## src/d8ra_pkg.sv

```systemverilog
// ----------------------------------------------------------------------------
// d8ra_pkg
// shared constants, command codes and the saturating add helper of the d8 runoff
// accumulator
// ----------------------------------------------------------------------------
package d8ra_pkg;

    // table sizes
    localparam int MAX_CELLS  = 4096;
    localparam int MAX_BASINS = 256;
    localparam int CELL_AW    = $clog2(MAX_CELLS);
    localparam int BASIN_AW   = $clog2(MAX_BASINS);

    // field widths
    localparam int CMD_W   = 3;
    localparam int CIDX_W  = 12;
    localparam int DEPTH_W = 24;
    localparam int AREA_W  = 32;
    localparam int SUB_W   = 8;
    localparam int FLOW_W  = 48;
    localparam int SCALE_W = 32;
    localparam int PROD_W  = DEPTH_W + AREA_W;
    localparam int LO_W    = 32;
    localparam int HI_W    = PROD_W - LO_W;
    localparam int MHI_W   = HI_W + SCALE_W;
    localparam int MLO_W   = LO_W + SCALE_W;

    // cell table entry: flow, basin, wet mark
    localparam int CELL_W = FLOW_W + SUB_W + 1;

    // config port
    localparam int PADDR_W = 3;
    localparam int PDATA_W = 32;
    localparam logic [PADDR_W-3:0] REG_FLOW_SCALE = '0;
    localparam logic [SCALE_W-1:0] SCALE_RESET    = 32'd12726;

    // command codes
    localparam logic [CMD_W-1:0] CMD_OPEN     = 3'd0;
    localparam logic [CMD_W-1:0] CMD_UPSTREAM = 3'd1;
    localparam logic [CMD_W-1:0] CMD_CLOSE    = 3'd2;
    localparam logic [CMD_W-1:0] CMD_QUERY    = 3'd3;
    localparam logic [CMD_W-1:0] CMD_CLEAR    = 3'd4;

    // result kinds
    localparam logic KIND_CELL  = 1'b0;
    localparam logic KIND_QUERY = 1'b1;

    localparam logic [FLOW_W-1:0] FLOW_MAX = '1;

    // controller to datapath commands
    typedef struct packed {
        logic acc_open;
        logic acc_up;
        logic acc_close;
        logic acc_query;
        logic acc_clear;
        logic st_mul;
        logic st_sum;
        logic st_up;
        logic st_close;
        logic st_query;
    } t_dp_cmd;

    // saturating flow add
    function automatic logic [FLOW_W-1:0] sat_add(input logic [FLOW_W-1:0] a,
                                                  input logic [FLOW_W-1:0] b);
        logic [FLOW_W:0] s;
        s = {1'b0, a} + {1'b0, b};
        return s[FLOW_W] ? FLOW_MAX : s[FLOW_W-1:0];
    endfunction

endpackage

```

## src/d8ra_ctrl.sv

```systemverilog
// ----------------------------------------------------------------------------
// d8ra_ctrl
// command sequencer: decodes accepted commands and steps the datapath
// ----------------------------------------------------------------------------
module d8ra_ctrl (
    input  logic                     i_clk,
    input  logic                     i_rst_n,
    input  logic                     i_start,
    input  logic [d8ra_pkg::CMD_W-1:0] i_cmd,
    output logic                     o_busy,
    output d8ra_pkg::t_dp_cmd        o_dp_cmd
);

    typedef enum logic [5:0] {
        S_IDLE  = 6'b000001,
        S_MUL   = 6'b000010,
        S_SUM   = 6'b000100,
        S_UP    = 6'b001000,
        S_CLOSE = 6'b010000,
        S_QUERY = 6'b100000
    } t_state;

    t_state r_state, n_state;
    logic   accept;

    assign accept = i_start && (r_state == S_IDLE);

    always_comb begin
        n_state  = r_state;
        o_dp_cmd = '0;
        case (r_state)
            S_IDLE: begin
                if (accept) begin
                    case (i_cmd)
                        d8ra_pkg::CMD_OPEN: begin
                            o_dp_cmd.acc_open = 1'b1;
                            n_state = S_MUL;
                        end
                        d8ra_pkg::CMD_UPSTREAM: begin
                            o_dp_cmd.acc_up = 1'b1;
                            n_state = S_UP;
                        end
                        d8ra_pkg::CMD_CLOSE: begin
                            o_dp_cmd.acc_close = 1'b1;
                            n_state = S_CLOSE;
                        end
                        d8ra_pkg::CMD_QUERY: begin
                            o_dp_cmd.acc_query = 1'b1;
                            n_state = S_QUERY;
                        end
                        d8ra_pkg::CMD_CLEAR: begin
                            o_dp_cmd.acc_clear = 1'b1;
                        end
                        default: begin
                            n_state = S_IDLE;
                        end
                    endcase
                end
            end
            S_MUL: begin
                o_dp_cmd.st_mul = 1'b1;
                n_state = S_SUM;
            end
            S_SUM: begin
                o_dp_cmd.st_sum = 1'b1;
                n_state = S_IDLE;
            end
            S_UP: begin
                o_dp_cmd.st_up = 1'b1;
                n_state = S_IDLE;
            end
            S_CLOSE: begin
                o_dp_cmd.st_close = 1'b1;
                n_state = S_IDLE;
            end
            S_QUERY: begin
                o_dp_cmd.st_query = 1'b1;
                n_state = S_IDLE;
            end
            default: begin
                n_state = S_IDLE;
            end
        endcase
    end

    always_ff @(posedge i_clk) begin
        if (!i_rst_n) begin
            r_state <= S_IDLE;
        end else begin
            r_state <= n_state;
        end
    end

    assign o_busy = (r_state != S_IDLE);

endmodule

```

## config.mk

```make
export PLATFORM = sky130hd
export DESIGN_NAME = d8ra_ctrl
export DESIGN_NICKNAME = d
export VERILOG_FILES = /design/src/d8ra_pkg.sv /design/src/d8ra_ctrl.sv
export SDC_FILE = /design/constraint.sdc
export NUM_CORES = 1
export LEC_CHECK = 0
export ABC_AREA = 1
export BUFFER_PORTS_ARGS = -buffer_cell sky130_fd_sc_hd__clkbuf_2
export CAP_MARGIN = 40
export CELL_PAD_IN_SITES_DETAIL_PLACEMENT = 1
export CELL_PAD_IN_SITES_GLOBAL_PLACEMENT = 1
export CORE_MARGIN = 10
export CORE_UTILIZATION = 26
export CTS_BUF_LIST = sky130_fd_sc_hd__clkbuf_4 sky130_fd_sc_hd__clkbuf_8 sky130_fd_sc_hd__clkbuf_16
export CTS_CLUSTER_DIAMETER = 30
export DETAILED_ROUTE_END_ITERATION = 16
export PLACE_DENSITY = 0.68
export SLEW_MARGIN = 20
export SYNTH_ARGS = -nofsm -noshare
export SYNTH_HDL_FRONTEND = slang
export SYNTH_SLANG_ARGS = --single-unit
```

## constraint.sdc

```tcl
create_clock -name i_clk -period 1 [get_ports i_clk]
set_clock_uncertainty 0.1 [all_clocks]
set_input_delay 0.05 -clock i_clk [delete_from_list [all_inputs] [get_ports i_clk]]
set_output_delay 0.05 -clock i_clk [all_outputs]
set_load 0.01 [all_outputs]
```

==> impl_metrics.prom, run 1 <==
# TYPE chip_impl_metric gauge
chip_impl_metric{name="cellLeakagePower",unit="nW"} 0.398
chip_impl_metric{name="cts.sinks",unit=""} 6
chip_impl_metric{name="utilization",unit="%"} 59.1
chip_impl_metric{name="antenna_found_initial",unit=""} 0
chip_impl_metric{name="finalNetCount",unit=""} 100
chip_impl_metric{name="die_h",unit="µm"} 58.6
chip_impl_metric{name="path_depth",unit=""} 5
chip_impl_metric{name="setup_tns",unit="ns"} -5.38
chip_impl_metric{name="pre_cts_slack",unit="ns"} -0.192
chip_impl_metric{name="finished_cell_area",unit="µm²"} 798
chip_impl_metric{name="final-hold-violation-count",unit=""} 0
chip_impl_metric{name="numCtsBuffers",unit=""} 3
chip_impl_metric{name="grt_max_degree",unit=""} 8
chip_impl_info{name="synth_top_area_cells",value="dfxtp_1 31%, nand3_2 10%, inv_1 9.7%"} 1
chip_impl_info{name="run_status",value="finished with violations"} 1
chip_impl_metric{name="r2r_setup_slack",unit="ns"} -0.36
chip_impl_metric{name="tightest_slew",unit="ns"} 0.321
chip_impl_info{name="synthDominantAreaCellType",value="dfxtp_1"} 1
chip_impl_metric{name="cts.clk_slew.worst_paths",unit="ns"} 0.04
chip_impl_metric{name="fin_crit_sh",unit="%"} 145
chip_impl_metric{name="worst_path_arrival_time",unit="ns"} 1.30
chip_impl_metric{name="multiInputGateArea",unit="µm²"} 307
chip_impl_metric{name="netlist-cell-type-count",unit=""} 17
chip_impl_metric{name="power_frac_clock",unit="%"} 34.7
chip_impl_metric{name="worst_ir_drop_vdd",unit="mV"} 0.500
chip_impl_metric{name="part_of_the_yosys_area_used_for_sequential_elements",unit="%"} 31.0
chip_impl_metric{name="yosysWarnings",unit=""} 0
chip_impl_info{name="rsz0062_at_grt",value="yes"} 1
chip_impl_metric{name="timing.reg2reg.worst_path_depth",unit=""} 7
chip_impl_metric{name="gp_congestion",unit=""} 0.735
chip_impl_metric{name="synth_top_cell_area_share",unit="%"} 31.0
chip_impl_metric{name="comb_power_share",unit="%"} 27.3
chip_impl_info{name="cts_tree",value="built"} 1
chip_impl_metric{name="fillerInstances",unit=""} 174
chip_impl_metric{name="dr_total_vias",unit=""} 496
chip_impl_info{name="worstPathCellList",value="nor2_4 > nand2_4 > nor2_8 > and3_4 > buf_6"} 1
chip_impl_metric{name="critPathBufInv",unit=""} 1
chip_impl_metric{name="max_cap_viol_count",unit=""} 0
chip_impl_info{name="slowest_cp_cell",value="dfxtp_2"} 1
chip_impl_metric{name="floorplan.die.width",unit="µm"} 58.6
chip_impl_metric{name="cp_max_fo",unit=""} 7
chip_impl_metric{name="cellPowerDensity",unit="nW/µm²"} 826
chip_impl_metric{name="synthesis.nets",unit=""} 60
chip_impl_metric{name="seq_power_share",unit="%"} 38.0
chip_impl_metric{name="layout-drive-gt1-share",unit="%"} 76.1
chip_impl_metric{name="slew_headroom",unit="%"} 78.5
chip_impl_info{name="timing.rr.end",value="r_state[4]"} 1
chip_impl_info{name="crit_path_end_kind",value="primary output"} 1
chip_impl_info{name="layout.cells.most_common_list",value="12 x buf_4, 11 x buf_6, 6 x inv_1, 6 x clkbuf_2"} 1
chip_impl_info{name="hold_path_class",value="input port to flip-flop"} 1
chip_impl_metric{name="first_pass_iters",unit=""} 4
chip_impl_metric{name="grt-ovfl-total",unit=""} 0
chip_impl_info{name="rr_startpoint",value="r_state[5]"} 1
chip_impl_metric{name="postSynthAreaPerCell",unit="µm²"} 7.18
chip_impl_metric{name="hpwl",unit="µm"} 1010
chip_impl_info{name="timing.hold.worst.start",value="i_start"} 1
chip_impl_metric{name="detail_route.drc_violations",unit=""} 0
chip_impl_metric{name="area.sequential",unit="µm²"} 130
chip_impl_metric{name="detail_route.wirelength",unit="µm"} 1470
chip_impl_metric{name="clkLatencyLatePin",unit="ns"} 0.25
chip_impl_metric{name="cts.htree.levels",unit=""} 1
chip_impl_metric{name="floorplan.io_pins",unit=""} 17
chip_impl_metric{name="switchingPower",unit="mW"} 0.195
chip_impl_metric{name="floorplan.die_area",unit="µm²"} 3440
chip_impl_metric{name="place.port_buffers",unit=""} 16
chip_impl_info{name="cp-start-kind",value="flip-flop"} 1
chip_impl_metric{name="row_count",unit=""} 13
chip_impl_metric{name="timing.critical_path.slowest_cell_delay",unit="ns"} 0.33
chip_impl_metric{name="postRouteAntennaNets",unit=""} 0
chip_impl_metric{name="dr.first_iter.drc_count",unit=""} 1
chip_impl_metric{name="cts.path.max_buffers",unit=""} 2
chip_impl_metric{name="syn_area",unit="µm²"} 388
chip_impl_metric{name="worstPathRequired",unit="ns"} 0.85
chip_impl_metric{name="design_power_total",unit="mW"} 0.659
chip_impl_metric{name="gr-usage-all-layers",unit="%"} 7.66
chip_impl_info{name="top_register",value="r_state"} 1
chip_impl_metric{name="synthesis.instances",unit=""} 54
chip_impl_metric{name="antenna_cells",unit=""} 0
chip_impl_metric{name="avgRoutedWirePerCell",unit="µm"} 13.8
chip_impl_info{name="cts-root-buf",value="clkbuf_4"} 1
chip_impl_metric{name="grt_pass1_vias",unit=""} 512
chip_impl_metric{name="net_switching_fraction_of_the_power",unit="%"} 29.6
chip_impl_metric{name="internal_power_consumption",unit="mW"} 0.465
chip_impl_metric{name="via_per_inst",unit=""} 4.64
chip_impl_info{name="layout_commonest_cell",value="buf_4"} 1
chip_impl_info{name="cp-startpoint",value="r_state[5]"} 1
chip_impl_metric{name="timing_max_transition_violations_final",unit=""} 0
chip_impl_metric{name="achievable-frequency",unit="GHz"} 0.691
chip_impl_metric{name="design.core.area",unit="µm²"} 1350
chip_impl_info{name="reg_top3",value="r_state x6"} 1
chip_impl_metric{name="postSynthRegisterBits",unit=""} 6
chip_impl_metric{name="cell_area_reported_after_detailed_placement",unit="µm²"} 559
chip_impl_metric{name="floorplan.initialDensity",unit="%"} 28.7
chip_impl_metric{name="synthToLayoutAreaGrowth",unit="%"} 106
chip_impl_info{name="worst_path_dominant_cell_family",value="simple AND/OR/NAND/NOR gates"} 1
chip_impl_info{name="violations",value="setup timing"} 1
chip_impl_metric{name="largest_register_ffs",unit=""} 6
chip_impl_metric{name="period_minus_slack",unit="ns"} 1.45
chip_impl_metric{name="finalSetupViolCount",unit=""} 17
chip_impl_metric{name="postLayoutSetupSlackWorst",unit="ns"} -0.447
chip_impl_metric{name="grt_first_pass_wirelength",unit="µm"} 2120
chip_impl_info{name="critPathCapture",value="o_dp_cmd[5]"} 1
chip_impl_info{name="criticalPathCategory",value="flip-flop to primary output"} 1
## metrics by stage
stage          hold slack (ns)  std cells
2_1_floorplan           0.0757         54
3_3_place_gp             0.256         93
3_5_place_dp             0.255         93
4_1_cts                 0.0517        103
5_1_grt                 0.0987        107
6_report                0.0925        107
## synth_stat cells (all sizes together)
library cell  count
a21oi             1
and3              1
dfxtp             6
inv              11
nand2             8
nand3             6
nor2             12
nor3              5
nor4              2
o21ai             1
or2               1
## worst min-delay path by stage
stage                             to  depth (start not counted)
after floorplan           r_state[1]                          2
after global placement    r_state[1]                          4
after detailed placement  r_state[0]                          4
after CTS                 r_state[5]                          3
after global routing      r_state[5]                          3
final                     r_state[5]                          3
## layer usage
metal,vias up,track usage [%],share of wire (%)
met5,-,0,0
met4,0,3.93,1.6
met3,4,3.00,7.5
met2,16,13.2,51
met1,227,7.82,40
li1,249,-,-
## logic make-up (layout without fill, tap and decap cells)
logic type | after synthesis | in the layout | share of synthesized area, %
simple gates | 35 | 35 | 55.8
buf+inv | 11 | 49 | 10.6
flops | 6 | 6 | 31.0
compound gates | 2 | 2 | 2.58
## area by class of cell
class	count	area share [%]
Sequential cell	6	16.3
Tap cell	15	2.35
Inverter	11	5.17
Multi-Input combinational cell	37	38.4
Timing Repair Buffer	35	35.0
Clock buffer	3	2.82
## what timing repair did
action                                  4_1_cts  5_1_grt
endpoints found under the hold margin         1        0
setup buffers                                 6        6
gates cloned                                  0        0
hold buffers                                  1        0
pin swaps                                     6        6
endpoints found under the setup margin       17       17
gates resized for setup                      18       31
## power by group through the flow
stage,Sequential [mW],Clock (mW),Combinational (mW)
5_1_grt,0.251,0.250,0.196
2_1_floorplan,0.256,0,0.0704
3_3_place_gp,0.255,0,0.127
3_5_place_dp,0.256,0,0.129
6_report,0.250,0.229,0.180
4_1_cts,0.251,0.232,0.156
## worst reg2reg max path: stages, from the launching register on
cell and delay (ns):
dfxtp_2 0.33, nor2_4 0.15, nand2_4 0.09, nor2_8 0.18, nand3_2 0.12, buf_6 0.13, buf_4 0.11, nor2_1 0.07
Power figures use the tool's default switching activity.
==> run 2, diff against run 1 <==
--- a/config.mk
+++ b/config.mk
@@ -16,7 +16,9 @@
 export CTS_CLUSTER_DIAMETER = 30
 export DETAILED_ROUTE_END_ITERATION = 16
 export PLACE_DENSITY = 0.68
+export REMOVE_ABC_BUFFERS = 1
 export SLEW_MARGIN = 20
 export SYNTH_ARGS = -nofsm -noshare
 export SYNTH_HDL_FRONTEND = slang
 export SYNTH_SLANG_ARGS = --single-unit
+export TNS_END_PERCENT = 30
==> run 2 against run 1 <==
  * Sequential share of layout area is 1.1 points higher
  * Cell count fell by 4.7%
  * The run ends with hold timing, setup timing left
  * Sequential power about the same
  * Clock power grew 2%
==> impl_metrics.prom, run 2 (synthesis results as in run 1) <==
# TYPE chip_impl_metric gauge
chip_impl_info{name="run_status",value="finished with violations"} 1
chip_impl_info{name="violations",value="hold timing, setup timing"} 1
chip_impl_metric{name="timing.reg2reg.worst_path_depth",unit=""} 6
chip_impl_metric{name="whs",unit="ns"} -0.00393
chip_impl_metric{name="period_minus_slack",unit="ns"} 1.47
chip_impl_info{name="cts-root-buf",value="clkbuf_4"} 1
chip_impl_metric{name="internal_power_consumption",unit="mW"} 0.456
chip_impl_metric{name="largest_register_ffs",unit=""} 6
chip_impl_metric{name="first_pass_iters",unit=""} 4
chip_impl_metric{name="max_cap_viol_count",unit=""} 0
chip_impl_metric{name="worstPathRequired",unit="ns"} 0.85
chip_impl_metric{name="grt_pass1_vias",unit=""} 504
chip_impl_metric{name="finalSetupViolCount",unit=""} 17
chip_impl_metric{name="slew_headroom",unit="%"} 81.3
chip_impl_metric{name="cts.htree.levels",unit=""} 1
chip_impl_metric{name="place_inst",unit=""} 89
chip_impl_metric{name="worst_ir_drop_vdd",unit="mV"} 0.469
chip_impl_metric{name="antenna_cells",unit=""} 0
chip_impl_metric{name="die_h",unit="µm"} 58.6
chip_impl_metric{name="worst_path_arrival_time",unit="ns"} 1.32
chip_impl_metric{name="synthToLayoutAreaGrowth",unit="%"} 87.7
chip_impl_metric{name="floorplan.die_area",unit="µm²"} 3440
chip_impl_metric{name="floorplan.io_pins",unit=""} 17
chip_impl_metric{name="seq_power_share",unit="%"} 38.8
chip_impl_metric{name="floorplan.initialDensity",unit="%"} 28.7
chip_impl_metric{name="switchingPower",unit="mW"} 0.193
chip_impl_metric{name="instances_no_fill",unit=""} 102
chip_impl_metric{name="timing_max_transition_violations_final",unit=""} 0
chip_impl_metric{name="cts.clk_slew.worst_paths",unit="ns"} 0.04
chip_impl_metric{name="cts.path.max_buffers",unit=""} 2
chip_impl_metric{name="avgRoutedWirePerCell",unit="µm"} 14.4
chip_impl_metric{name="finalNetCount",unit=""} 95
chip_impl_metric{name="cellLeakagePower",unit="nW"} 0.372
chip_impl_metric{name="dr.first_iter.drc_count",unit=""} 3
chip_impl_info{name="holdPathEnd",value="r_state[3]"} 1
chip_impl_metric{name="grt_max_degree",unit=""} 8
chip_impl_metric{name="detail_route.drc_violations",unit=""} 0
chip_impl_info{name="crit_path_end_kind",value="primary output"} 1
chip_impl_info{name="cts_tree",value="built"} 1
chip_impl_metric{name="power_frac_clock",unit="%"} 36.1
chip_impl_metric{name="design.core.area",unit="µm²"} 1350
chip_impl_metric{name="grt_first_pass_wirelength",unit="µm"} 2110
chip_impl_metric{name="antenna_found_initial",unit=""} 0
chip_impl_metric{name="gp_congestion",unit=""} 0.684
chip_impl_metric{name="postLayoutSetupSlackWorst",unit="ns"} -0.469
chip_impl_metric{name="achievable-frequency",unit="GHz"} 0.681
chip_impl_metric{name="place.port_buffers",unit=""} 16
chip_impl_metric{name="postRouteAntennaNets",unit=""} 0
chip_impl_metric{name="setup_tns",unit="ns"} -5.44
chip_impl_metric{name="fin_crit_sh",unit="%"} 147
chip_impl_metric{name="detail_route.wirelength",unit="µm"} 1470
chip_impl_metric{name="comb_power_share",unit="%"} 25.1
chip_impl_metric{name="hpwl",unit="µm"} 977
chip_impl_metric{name="cellPowerDensity",unit="nW/µm²"} 892
chip_impl_metric{name="via_per_inst",unit=""} 4.72
chip_impl_metric{name="clkLatencyLatePin",unit="ns"} 0.25
chip_impl_metric{name="layout-drive-gt1-share",unit="%"} 70.1
chip_impl_metric{name="row_count",unit=""} 13
chip_impl_metric{name="cts.sinks",unit=""} 6
chip_impl_info{name="reg_top3",value="r_state x6"} 1
chip_impl_metric{name="numCtsBuffers",unit=""} 3
chip_impl_metric{name="net_switching_fraction_of_the_power",unit="%"} 29.7
chip_impl_metric{name="gr-usage-all-layers",unit="%"} 7.96
chip_impl_info{name="cp-startpoint",value="r_state[4]"} 1
chip_impl_info{name="hold_path_class",value="input port to flip-flop"} 1
chip_impl_info{name="layout.cells.most_common_list",value="9 x buf_6, 9 x buf_4, 7 x inv_1"} 1
chip_impl_info{name="timing.rr.end",value="r_state[2]"} 1
chip_impl_metric{name="whs_path_depth",unit=""} 4
chip_impl_metric{name="cp_max_fo",unit=""} 7
chip_impl_metric{name="dr_total_vias",unit=""} 481
chip_impl_metric{name="pre_cts_slack",unit="ns"} -0.161
chip_impl_info{name="cp-start-kind",value="flip-flop"} 1
chip_impl_info{name="rsz0062_at_grt",value="yes"} 1
chip_impl_metric{name="r2r_setup_slack",unit="ns"} -0.26
chip_impl_info{name="rr_startpoint",value="r_state[4]"} 1
chip_impl_info{name="criticalPathCategory",value="flip-flop to primary output"} 1
chip_impl_info{name="top_register",value="r_state"} 1
chip_impl_metric{name="floorplan.die.width",unit="µm"} 58.6
chip_impl_metric{name="grt-ovfl-total",unit=""} 0
chip_impl_metric{name="final-hold-violation-count",unit=""} 1
chip_impl_metric{name="tightest_slew",unit="ns"} 0.278
chip_impl_info{name="timing.hold.worst.start",value="i_cmd[2]"} 1
-- run 2: power by group through the flow --
stage / Clock (mW) / Combinational (mW) / Sequential [mW]
global placement: 0 / 0.116 / 0.255
CTS: 0.234 / 0.135 / 0.251
global route: 0.246 / 0.181 / 0.252
floorplan: 0 / 0.0685 / 0.256
detailed placement: 0 / 0.119 / 0.255
finish: 0.234 / 0.163 / 0.252
-- run 2: how the worst max path moves through the flow --
stage / endpoint / slack, ns / cells past startpoint
floorplan: o_dp_cmd[2] / -0.04 / 3
global placement: o_dp_cmd[5] / -0.13 / 5
detailed placement: o_dp_cmd[5] / -0.16 / 5
CTS: o_dp_cmd[5] / -0.42 / 5
global route: o_dp_cmd[5] / -0.53 / 5
finish: o_dp_cmd[5] / -0.47 / 5
-- run 2: timing repair --
item / in CTS / in global routing
buffers inserted: 5 / 4
gates resized for setup: 12 / 28
endpoints found under the setup margin: 17 / 17
hold buffers: 1 / 0
pin swaps: 2 / 4
endpoints found under the hold margin: 2 / 0
-- run 2: per-layer routing --
metal  part of all wire (%)  vias up  global-route usage [%]  wire (µm)
met5                      0        -                       0          0
met4                   0.82        0                    4.92         12
met3                    7.9        2                    4.08        116
met2                     56       15                    13.7        821
met1                     35      227                    7.33        514
li1                       -      237                       -          -
-- run 2: cell type report --
| class | count | area (µm²) |
|---|---|---|
| Clock buffer | 3 | 22.5 |
| Fill cell | 173 | 622 |
| Inverter | 11 | 41.3 |
| Multi-Input combinational cell | 37 | 285 |
| Sequential cell | 6 | 126 |
| Tap cell | 15 | 18.8 |
| Timing Repair Buffer | 30 | 234 |
-- run 2: through the flow --
step | area [µm²] | util (%) | total power [mW]
after floorplan | 388 | - | 0.324
after global placement | 517 | 38.3 | 0.370
after detailed placement | 517 | 38.3 | 0.374
after CTS | 624 | 46.2 | 0.620
after global routing | 728 | 53.9 | 0.679
final | 728 | 53.9 | 0.649
-- run 2: critical path, stage by stage, from the launching register on --
cell	delay, ns
dfxtp_2	0.33
nor2_4	0.16
nand2_4	0.09
nor2_8	0.18
and3_4	0.20
buf_6	0.09
